### src/wsfu_pkg.sv
// Shared types and constants for the WebSocket frame unmasker.
`timescale 1ns / 1ps

package wsfu_pkg;

    localparam int BYTE_W = 8;
    localparam int OPCODE_W = 4;
    localparam int LEN_W = 64;
    localparam int KEY_W = 32;
    localparam int EXT_CNT_W = 4;
    localparam int KEY_IDX_W = 2;
    localparam int OUT_TDATA_W = 16;
    localparam int OUT_TUSER_W = 2;

    localparam logic [6:0] LEN16_CODE = 7'd126;
    localparam logic [6:0] LEN64_CODE = 7'd127;
    localparam logic [EXT_CNT_W-1:0] EXT16_BYTES = 4'd2;
    localparam logic [EXT_CNT_W-1:0] EXT64_BYTES = 4'd8;
    localparam logic [EXT_CNT_W-1:0] KEY_BYTES = 4'd4;

    typedef enum logic [2:0] {
        PH_HDR0 = 3'd0,
        PH_HDR1 = 3'd1,
        PH_EXT  = 3'd2,
        PH_KEY  = 3'd3,
        PH_DATA = 3'd4,
        PH_SKIP = 3'd5
    } phase_t;

    typedef enum logic [1:0] {
        ST_DATA     = 2'd0,
        ST_UNMASKED = 2'd1,
        ST_EMPTY    = 2'd2
    } status_t;

    typedef struct packed {
        logic [BYTE_W-1:0]   payload_byte;
        logic                frame_fin;
        logic [OPCODE_W-1:0] frame_opcode;
        status_t             status;
        logic                last;
    } result_t;

endpackage

### src/wsfu_parser.sv
// Frame header parser, length and key capture, and payload unmasking.
`timescale 1ns / 1ps

module wsfu_parser
    import wsfu_pkg::*;
(
    input  logic              clk,
    input  logic              rst_n,
    input  logic              beat,
    input  logic [BYTE_W-1:0] in_byte,
    output logic              res_valid,
    output result_t           res
);

    phase_t                 state_reg, state_next;
    logic                   fin_reg, fin_next;
    logic [OPCODE_W-1:0]    opcode_reg, opcode_next;
    logic [LEN_W-1:0]       rem_reg, rem_next;
    logic [EXT_CNT_W-1:0]   ext_reg, ext_next;
    logic [KEY_W-1:0]       key_reg, key_next;
    logic [KEY_IDX_W-1:0]   kidx_reg, kidx_next;
    logic                   skip_reg, skip_next;

    logic [6:0]             len7;
    logic [LEN_W-1:0]       rem_dec;
    logic [LEN_W-1:0]       rem_shift;
    logic [EXT_CNT_W-1:0]   ext_dec;
    logic [BYTE_W-1:0]      key_byte;

    assign len7      = in_byte[6:0];
    assign rem_dec   = rem_reg - {{(LEN_W-1){1'b0}}, 1'b1};
    assign rem_shift = {rem_reg[LEN_W-BYTE_W-1:0], in_byte};
    assign ext_dec   = ext_reg - {{(EXT_CNT_W-1){1'b0}}, 1'b1};
    assign key_byte  = key_reg[{~kidx_reg, 3'b000} +: BYTE_W];

    always_ff @(posedge clk or negedge rst_n)
    begin
        if (!rst_n)
        begin
            state_reg  <= PH_HDR0;
            fin_reg    <= 1'b0;
            opcode_reg <= '0;
            rem_reg    <= '0;
            ext_reg    <= '0;
            key_reg    <= '0;
            kidx_reg   <= '0;
            skip_reg   <= 1'b0;
        end
        else
        begin
            state_reg  <= state_next;
            fin_reg    <= fin_next;
            opcode_reg <= opcode_next;
            rem_reg    <= rem_next;
            ext_reg    <= ext_next;
            key_reg    <= key_next;
            kidx_reg   <= kidx_next;
            skip_reg   <= skip_next;
        end
    end

    always_comb
    begin
        state_next       = state_reg;
        fin_next         = fin_reg;
        opcode_next      = opcode_reg;
        rem_next         = rem_reg;
        ext_next         = ext_reg;
        key_next         = key_reg;
        kidx_next        = kidx_reg;
        skip_next        = skip_reg;
        res_valid        = 1'b0;
        res.payload_byte = '0;
        res.frame_fin    = fin_reg;
        res.frame_opcode = opcode_reg;
        res.status       = ST_DATA;
        res.last         = 1'b0;
        if (beat)
        begin
            case (state_reg)
                PH_HDR1:
                begin
                    skip_next = ~in_byte[7];
                    rem_next  = '0;
                    if (len7 == LEN16_CODE)
                    begin
                        ext_next   = EXT16_BYTES;
                        state_next = PH_EXT;
                    end
                    else if (len7 == LEN64_CODE)
                    begin
                        ext_next   = EXT64_BYTES;
                        state_next = PH_EXT;
                    end
                    else
                    begin
                        rem_next = {{(LEN_W-7){1'b0}}, len7};
                        if (!in_byte[7])
                        begin
                            state_next = (len7 == 7'd0) ? PH_HDR0 : PH_SKIP;
                        end
                        else
                        begin
                            state_next = PH_KEY;
                            ext_next   = KEY_BYTES;
                            key_next   = '0;
                        end
                    end
                    if (!in_byte[7])
                    begin
                        res_valid  = 1'b1;
                        res.status = ST_UNMASKED;
                        res.last   = 1'b1;
                    end
                end
                PH_EXT:
                begin
                    rem_next = rem_shift;
                    ext_next = ext_dec;
                    if (ext_dec == '0)
                    begin
                        if (skip_reg)
                        begin
                            state_next = (rem_shift == '0) ? PH_HDR0 : PH_SKIP;
                        end
                        else
                        begin
                            state_next = PH_KEY;
                            ext_next   = KEY_BYTES;
                            key_next   = '0;
                        end
                    end
                end
                PH_KEY:
                begin
                    key_next = {key_reg[KEY_W-BYTE_W-1:0], in_byte};
                    ext_next = ext_dec;
                    if (ext_dec == '0)
                    begin
                        kidx_next = '0;
                        if (rem_reg == '0)
                        begin
                            state_next = PH_HDR0;
                            res_valid  = 1'b1;
                            res.status = ST_EMPTY;
                            res.last   = 1'b1;
                        end
                        else
                        begin
                            state_next = PH_DATA;
                        end
                    end
                end
                PH_DATA:
                begin
                    kidx_next        = kidx_reg + 2'd1;
                    rem_next         = rem_dec;
                    res_valid        = 1'b1;
                    res.payload_byte = in_byte ^ key_byte;
                    res.last         = (rem_dec == '0);
                    if (rem_dec == '0)
                    begin
                        state_next = PH_HDR0;
                    end
                end
                PH_SKIP:
                begin
                    rem_next = rem_dec;
                    if (rem_dec == '0)
                    begin
                        state_next = PH_HDR0;
                    end
                end
                default:
                begin
                    fin_next    = in_byte[7];
                    opcode_next = in_byte[OPCODE_W-1:0];
                    state_next  = PH_HDR1;
                end
            endcase
        end
    end

    a_marker_is_last: assert property (@(posedge clk) disable iff (!rst_n)
        res_valid && res.status != ST_DATA |-> res.last && res.payload_byte == '0)
        else $error("marker result without last or with data");

    a_data_emits: assert property (@(posedge clk) disable iff (!rst_n)
        beat && state_reg == PH_DATA |-> res_valid && res.status == ST_DATA)
        else $error("payload beat gave no data result");

    a_skip_len: assert property (@(posedge clk) disable iff (!rst_n)
        state_reg == PH_SKIP || state_reg == PH_DATA |-> rem_reg != '0)
        else $error("payload phase with zero remaining length");

    a_hdr1_follows: assert property (@(posedge clk) disable iff (!rst_n)
        state_reg == PH_HDR1 |-> $past(state_reg) == PH_HDR1 || $past(beat))
        else $error("second header phase entered without a beat");

endmodule

### src/wsfu_out_reg.sv
// Result register that decouples the output handshake from the input side.
`timescale 1ns / 1ps

module wsfu_out_reg
    import wsfu_pkg::*;
(
    input  logic    clk,
    input  logic    rst_n,
    input  logic    load,
    input  result_t res,
    output logic    room,
    output logic    out_valid,
    input  logic    out_ready,
    output result_t out_res
);

    logic    valid_reg, valid_next;
    result_t res_reg, res_next;

    assign room      = !valid_reg || out_ready;
    assign out_valid = valid_reg;
    assign out_res   = res_reg;

    always_comb
    begin
        valid_next = valid_reg;
        res_next   = res_reg;
        if (room)
        begin
            valid_next = load;
            if (load)
            begin
                res_next = res;
            end
        end
    end

    always_ff @(posedge clk or negedge rst_n)
    begin
        if (!rst_n)
        begin
            valid_reg <= 1'b0;
        end
        else
        begin
            valid_reg <= valid_next;
        end
    end

    always_ff @(posedge clk)
    begin
        res_reg <= res_next;
    end

endmodule

### src/websocket_frame_unmasker_core.sv
// Top level of the WebSocket client frame deframer and unmasker.
// A payload or marker result is registered and appears on m_tvalid in the cycle after its input beat.
// Throughput: one input byte per clock, sustained while the output is taken.
// The result register frees its slot in the same cycle it is drained, so no bubble.
// Reset: rst_n clears the parser to await the first header byte and empties the output.
`timescale 1ns / 1ps

module websocket_frame_unmasker_core
    import wsfu_pkg::*;
(
    input  logic                   clk,
    input  logic                   rst_n,
    input  logic                   s_tvalid,
    output logic                   s_tready,
    input  logic [BYTE_W-1:0]      s_tdata,   // [7:0] in_byte
    output logic                   m_tvalid,
    input  logic                   m_tready,
    output logic [OUT_TDATA_W-1:0] m_tdata,   // [7:0] payload_byte, [8] frame_fin, [12:9] frame_opcode
    output logic [OUT_TUSER_W-1:0] m_tuser,   // [1:0] status
    output logic                   m_tlast
);

    logic    beat;
    logic    room;
    logic    res_valid;
    result_t res;
    result_t out_res;

    assign s_tready = room;
    assign beat     = s_tvalid && room;

    wsfu_parser u_parser (
        .clk       (clk),
        .rst_n     (rst_n),
        .beat      (beat),
        .in_byte   (s_tdata),
        .res_valid (res_valid),
        .res       (res)
    );

    wsfu_out_reg u_out_reg (
        .clk       (clk),
        .rst_n     (rst_n),
        .load      (res_valid),
        .res       (res),
        .room      (room),
        .out_valid (m_tvalid),
        .out_ready (m_tready),
        .out_res   (out_res)
    );

    assign m_tdata = {3'b000, out_res.frame_opcode, out_res.frame_fin, out_res.payload_byte};
    assign m_tuser = out_res.status;
    assign m_tlast = out_res.last;

endmodule

### config.mk
export PLATFORM = sky130hd
export DESIGN_NAME = websocket_frame_unmasker_core
export DESIGN_NICKNAME = d
export VERILOG_FILES = /design/src/wsfu_pkg.sv /design/src/wsfu_parser.sv /design/src/wsfu_out_reg.sv /design/src/websocket_frame_unmasker_core.sv
export SDC_FILE = /design/constraint.sdc
export NUM_CORES = 1
export LEC_CHECK = 0
export ABC_AREA = 1
export CAP_MARGIN = 40
export CORE_MARGIN = 2
export CORE_UTILIZATION = 65
export DETAILED_ROUTE_END_ITERATION = 10
export DONT_BUFFER_PORTS = 1
export PLACE_DENSITY = 0.81
export SLEW_MARGIN = 20
export SYNTH_ARGS = -nofsm -noshare
export SYNTH_HDL_FRONTEND = slang
export SYNTH_HIERARCHICAL = 1
export SYNTH_SLANG_ARGS = --single-unit
### constraint.sdc
create_clock -name clk -period 7.2 [get_ports clk]
set_input_delay 1.44 -clock clk [delete_from_list [all_inputs] [get_ports clk]]
set_output_delay 1.44 -clock clk [all_outputs]
set_load 0.01 [all_outputs]
; Word-level counts from Yosys, hierarchy flattened
; Index checks and enable logic that the tools add are counted.
[op_classes]
n_addsub = 3
multipliers = 0
div_mod_pow = 0
order_cmp = 0
eq_ne = 15
shifts = 1
mux = 38
n_bitwise = 4
reduce_logical = 22
[ops]
columns = cell, count
row1 = $logic_not A64 Y1, 3
row2 = $pmux W64 S3, 1
row3 = $mux W32, 5
row4 = $pmux W32 S3, 1
row5 = $mux W64, 1
row6 = $sub A64 B1 Y64 const B, 1
row7 = $mux W3, 12
row8 = $shiftx A32 B6 Y8, 1
row9 = $mux W4, 5
row10 = $eq A7 B7 Y1 const B, 2
row11 = $pmux W3 S4, 1
row12 = $pmux W4 S3, 1
row13 = $reduce_and A2 Y1, 5
row14 = $ne A2 B2 Y1 const B, 4
row15 = $pmux W2 S2, 2
row16 = $xor A8 B8 Y8, 1
row17 = $logic_not A7 Y1, 1
row18 = $mux W7, 1
row19 = $reduce_and A7 Y1, 1
row20 = $eq A3 B2 Y1 const B, 2
row21 = $eq A3 B3 Y1 const B, 2
row22 = $ne A2 B1 Y1 const B, 3
row23 = $pmux W1 S3, 2
row24 = $reduce_and A3 Y1, 2
row25 = 17 further kinds, 23
[totals]
register_bits = 128
latch_bits = 0
ramBits = 0
romBits = 0
inputBits = 12
out_inout_bits = 21
wordCells = 97
n_memories = 0

; Longest topological paths before layout
[logic_depth]
depth_word = 6
mapped_depth = 19
depth_no_buf = 19

; Hierarchy
; Netlist, hierarchy kept.
[by_module_without_submodules]
columns = module, instances, cells_each, area_per_inst_um2
row1 = wsfu_parser, 1, 1230, 7970.1
row2 = wsfu_out_reg, 1, 22, 525.5
row3 = websocket_frame_unmasker_core, 1, 6, 33.8

; Worst setup path before layout
; Ideal clock, no wire load.
[synth_timing]
kind = in2reg
startpoint = in m_tready
endpoint = reg u_out_reg.res_reg (netlist bit u_out_reg/out_res[0]), enable pin
setup_time_ns = 0.394
arrival_ns = 3.023
t_required_ns = 6.806
path_slack_ns = 3.782
cell_stages = 9
n_path_buf = 1
path_cell_list = inv_1 -> nand2_1 -> nand2_1 -> inv_1 -> inv_1 -> clkbuf_1 -> a31oi_1 -> inv_1 -> a21oi_1
[synth_via]
elab_chain_len = 4
[synth_lines]
columns = element, line
row1 = from (decl), websocket_frame_unmasker_core.sv:17  ; input logic m_tready,
row2 = $logic_or A1 B1 Y1, wsfu_out_reg.sv:20  ; assign room = !valid_reg || out_ready;
row3 = net s_tready, websocket_frame_unmasker_core.sv:14  ; output logic s_tready,
row4 = $logic_and A1 B1 Y1, websocket_frame_unmasker_core.sv:30  ; assign beat = s_tvalid && room;
row5 = net beat, websocket_frame_unmasker_core.sv:23  ; logic beat;
row6 = $mux W1, wsfu_parser.sv:78  ; if (beat)
row7 = net res_valid, websocket_frame_unmasker_core.sv:25  ; logic res_valid;
row8 = $reduce_and A2 Y1 (no source line), --
row9 = to (signal assigned), wsfu_out_reg.sv:52  ; res_reg <= res_next;
row10 = to (decl), wsfu_out_reg.sv:18  ; result_t res_reg, res_next;
; The timed path passes the listed nets, and every way through them passes these cells.
; A chain may end at the register's enable or synchronous reset.

; Worst setup path in the final report
[layout_timing]
startpoint = reg u_parser.state_reg[1]
endpoint = reg u_parser.rem_reg[53]
[layout_via]
elab_chain_len = 4
word_cells_on_any_way = 8
classes_between = eq/ne (4) / mux (1) / reduce/logical (3)
[layout_lines]
columns = element, line
row1 = from (decl), wsfu_parser.sv:15  ; phase_t state_reg, state_next;
row2 = from (signal assigned), wsfu_parser.sv:51  ; state_reg <= state_next;
row3 = $eq A3 B3 Y1, wsfu_parser.sv:80  ; case (state_reg)
row4 = $reduce_or A2 Y1 (no source line), --
row5 = $reduce_bool A3 Y1 (no source line), --
row6 = $reduce_and A2 Y1 (no source line), --
row7 = to (signal assigned), wsfu_parser.sv:54  ; rem_reg <= rem_next;
row8 = to (decl), wsfu_parser.sv:18  ; logic [LEN_W-1:0] rem_reg, rem_next;
; Several ways; a longest one is shown, not always the timed one.

==> impl_metrics.csv <==
group,metric,value,unit
placement,place.gp.congestion,0.965,
timing,period_needed,3720,ps
finish,finalNetCount,1260,
logic_synthesis,ys_ff_latch,128,
setup_path,path_max_fanout,87,
route,vias,8678,
logic_synthesis,synth_edf_count,16,
finish,area_delta_synth_final,8.61,%
clocking,h-tree-depth,4,
clocking,postCtsHoldBufs,0,
power,ir_drop,0.214,mV
setup_path,crit_type,"flip-flop to flip-flop",
logic_synthesis,synthTopCellsByArea,"dfrtp_1, nand2_1, nor2_1",
clocking,cts.reportedPaths.clkPinSlew,60,ps
timing,finClkSkew,7.53,ps
finish,antenna_cells,0,
clocking,cts.repair.resized,0,
finish,n_fill_cell,1037,
logic_synthesis,yosysUniqueCellTypes,39,
floorplanning,die_w,119,µm
placement,dpl_cell_area,8630,µm²
floorplanning,die_area,14100,µm²
logic_synthesis,synthMuxAreaShare,0,%
logic_synthesis,netlist_area,8530,µm²
setup_path,critical_path.top_delay_family,"buffers and inverters",
timing,tightestPinTransition,750,ps
setup_path,crit_arrival,4010,ps
logic_synthesis,synthCells,1258,
placement,post-dp-hpwl,17700,µm
finish,final_cell_area,9260,µm²
clocking,ctsLongestPathBuffers,2,
global_route,globalRouteOverflowTotal,0,
logic_synthesis,yosys_warnings,6,
timing,fin_tns_setup,0,ps
floorplanning,io_pins,33,
global_route,grt_pass1_vias,8139,
setup_path,start_kind,"flip-flop",
clocking,cts_root_buffer,"clkbuf_16",
timing,hold_viol,0,
clocking,post_cts_buffers,0,
status,outcome,"finished, final reports clean",
timing,fmax,0.269,GHz
run,drv_cap,0,
timing,drv_slew,0,
logic_synthesis,synthArstFlopShare,87.5,%
logic_synthesis,yosysTopAreaCell,"dfrtp_1",
route,drc,0,
global_route,grt_pass1_wl,41000,µm
timing,period_share,51.6,%
clocking,cts_sinks,128,
logic_synthesis,synth-compound-area-share,16.5,%
setup_path,critPathBufInv,5,
power,power_density,423,nW/µm²
setup_path,end_kind,"flip-flop",
logic_synthesis,synth.avg_cell_area,6.78,µm²
floorplanning,coreArea,12700,µm²
route,totalWireLength,25400,µm
floorplanning,die_h,119,µm
logic_synthesis,synth-main-ff-cell,"dfrtp_1",
setup_path,cpPeakStageDelay,720,ps
logic_synthesis,synth_xor_area_share,1.54,%
finish,largest_reg_flops,64,
logic_synthesis,synthAdderAreaFrac,0.733,%
route,drt-wirelength-per-cell,17.8,µm
route,ant_nets,0,
route,drtIter0Drc,1414,
clocking,clock_latency,430,ps
setup_path,critPathMostFrequentCell,"buf_4",
placement,io_buffers,0,
finish,drive_gt1_share,6.05,%
timing,finalSetupViolCount,0,
logic_synthesis,seq_area_frac_synth,38.5,%
power,leakage,4.13,nW
logic_synthesis,yosys.area.top_type_share,32.9,%
clocking,cts-buffers-inserted,17,
setup_path,path_cells,"nor2_4, buf_4, inv_1, a31oi_2, clkinv_2, buf_4, buf_16, a21oi_1, a22oi_1",
floorplanning,core.rowCount,41,
timing,max_slew_margin,49.5,%
global_route,antenna_found_initial,0,
timing,rsz0062_at_grt,"no",
logic_synthesis,yosysMostFrequentCell,"nand2_1",
floorplanning,initial_core_util,67.0,%
global_route,grt_max_degree,113,
logic_synthesis,synth_common_cells,"nand2_1, nor2_1, inv_1",
route,drt_pass1_iterations,7,
route,avgViaCountPerCell,6.08,
setup_path,slowest_stage,"a31oi_2",
logic_synthesis,synth_top_family_by_area,"simple AND/OR/NAND/NOR gates",
clocking,cts_tree,"yes",
logic_synthesis,synthSimpleGateAreaFrac,34.7,%
worst_hold_path,min_path_type,"flip-flop to flip-flop",
global_route,grt_usage,37.1,%
setup_path,required,7490,ps
[logic make-up after synthesis]
group | Yosys count
other cells | 1
flops | 128
fa+ha+maj | 5
simple gates | 692
xor+xnor | 15
buf+inv | 179
compound gates | 238
[final timing paths]
| kind | cells after the start | slack (ps) | startpoint | to |
|---|---|---|---|---|
| max in group asynchronous | 0 | 6340 | rst_n | u_parser/rem_reg[33] |
| setup reg to reg | 9 | 3480 | u_parser/state_reg[1] | u_parser/rem_reg[53] |
| setup / recovery | 9 | 3480 | u_parser/state_reg[1] | u_parser/rem_reg[53] |
| hold / removal | 0 | 460 | u_parser/opcode_reg[3] | u_out_reg/out_res[6] |
| hold reg to reg | 0 | 460 | u_parser/opcode_reg[3] | u_out_reg/out_res[6] |
| min in group asynchronous | 0 | 710 | rst_n | u_parser/key_reg[28] |
[layout make-up]
class	instances	area [µm²]	area share [%]
multi-input combinational	953	4580	49.4
sequential	128	3280	35.4
inverter	135	508	5.48
clock buffer	18	429	4.63
tap	172	215	2.32
clock inverter	14	163	1.76
timing repair buffer	8	87.6	0.945
[metal layers]
layer	GRT usage (%)	share of wire [%]	up-vias
met3	6.52	8.5	99
li1	-	-	4087
met2	59.4	47	483
met5	0	0	-
met4	19.9	5.2	0
met1	47.8	40	4009
[power breakdown]
group | internal, mW | switching (mW) | total [mW]
clock network | 0.544 | 0.338 | 0.882
registers | 0.998 | 0.392 | 1.39
logic | 0.528 | 1.12 | 1.65
[metrics by stage]
step	hold WS [ps]	power [mW]	utilization (%)	worst slack, ps	cells
floorplan	425	2.50	-	3780	1260
global placement	434	2.90	67.8	3190	1394
detailed placement	442	2.94	67.8	3060	1394
CTS	457	3.84	72.5	3460	1426
global route	477	4.18	72.8	3260	1428
finish	459	3.92	72.8	3480	1428
[placed cells by master (no fill, tap or decap), types with 13 or more instances in the layout]
| cell | n |
|---|---|
| edfxtp_1 | 16 |
| inv_1 | 131 |
| clkbuf_16 | 17 |
| a22oi_1 | 56 |
| dfrtp_1 | 112 |
| o31ai_1 | 13 |
| nand2_1 | 335 |
| nor2_1 | 203 |
| a21oi_1 | 69 |
| nand3_1 | 86 |
| o21ai_0 | 79 |
No activity file was read; power rests on OpenSTA's default activity.
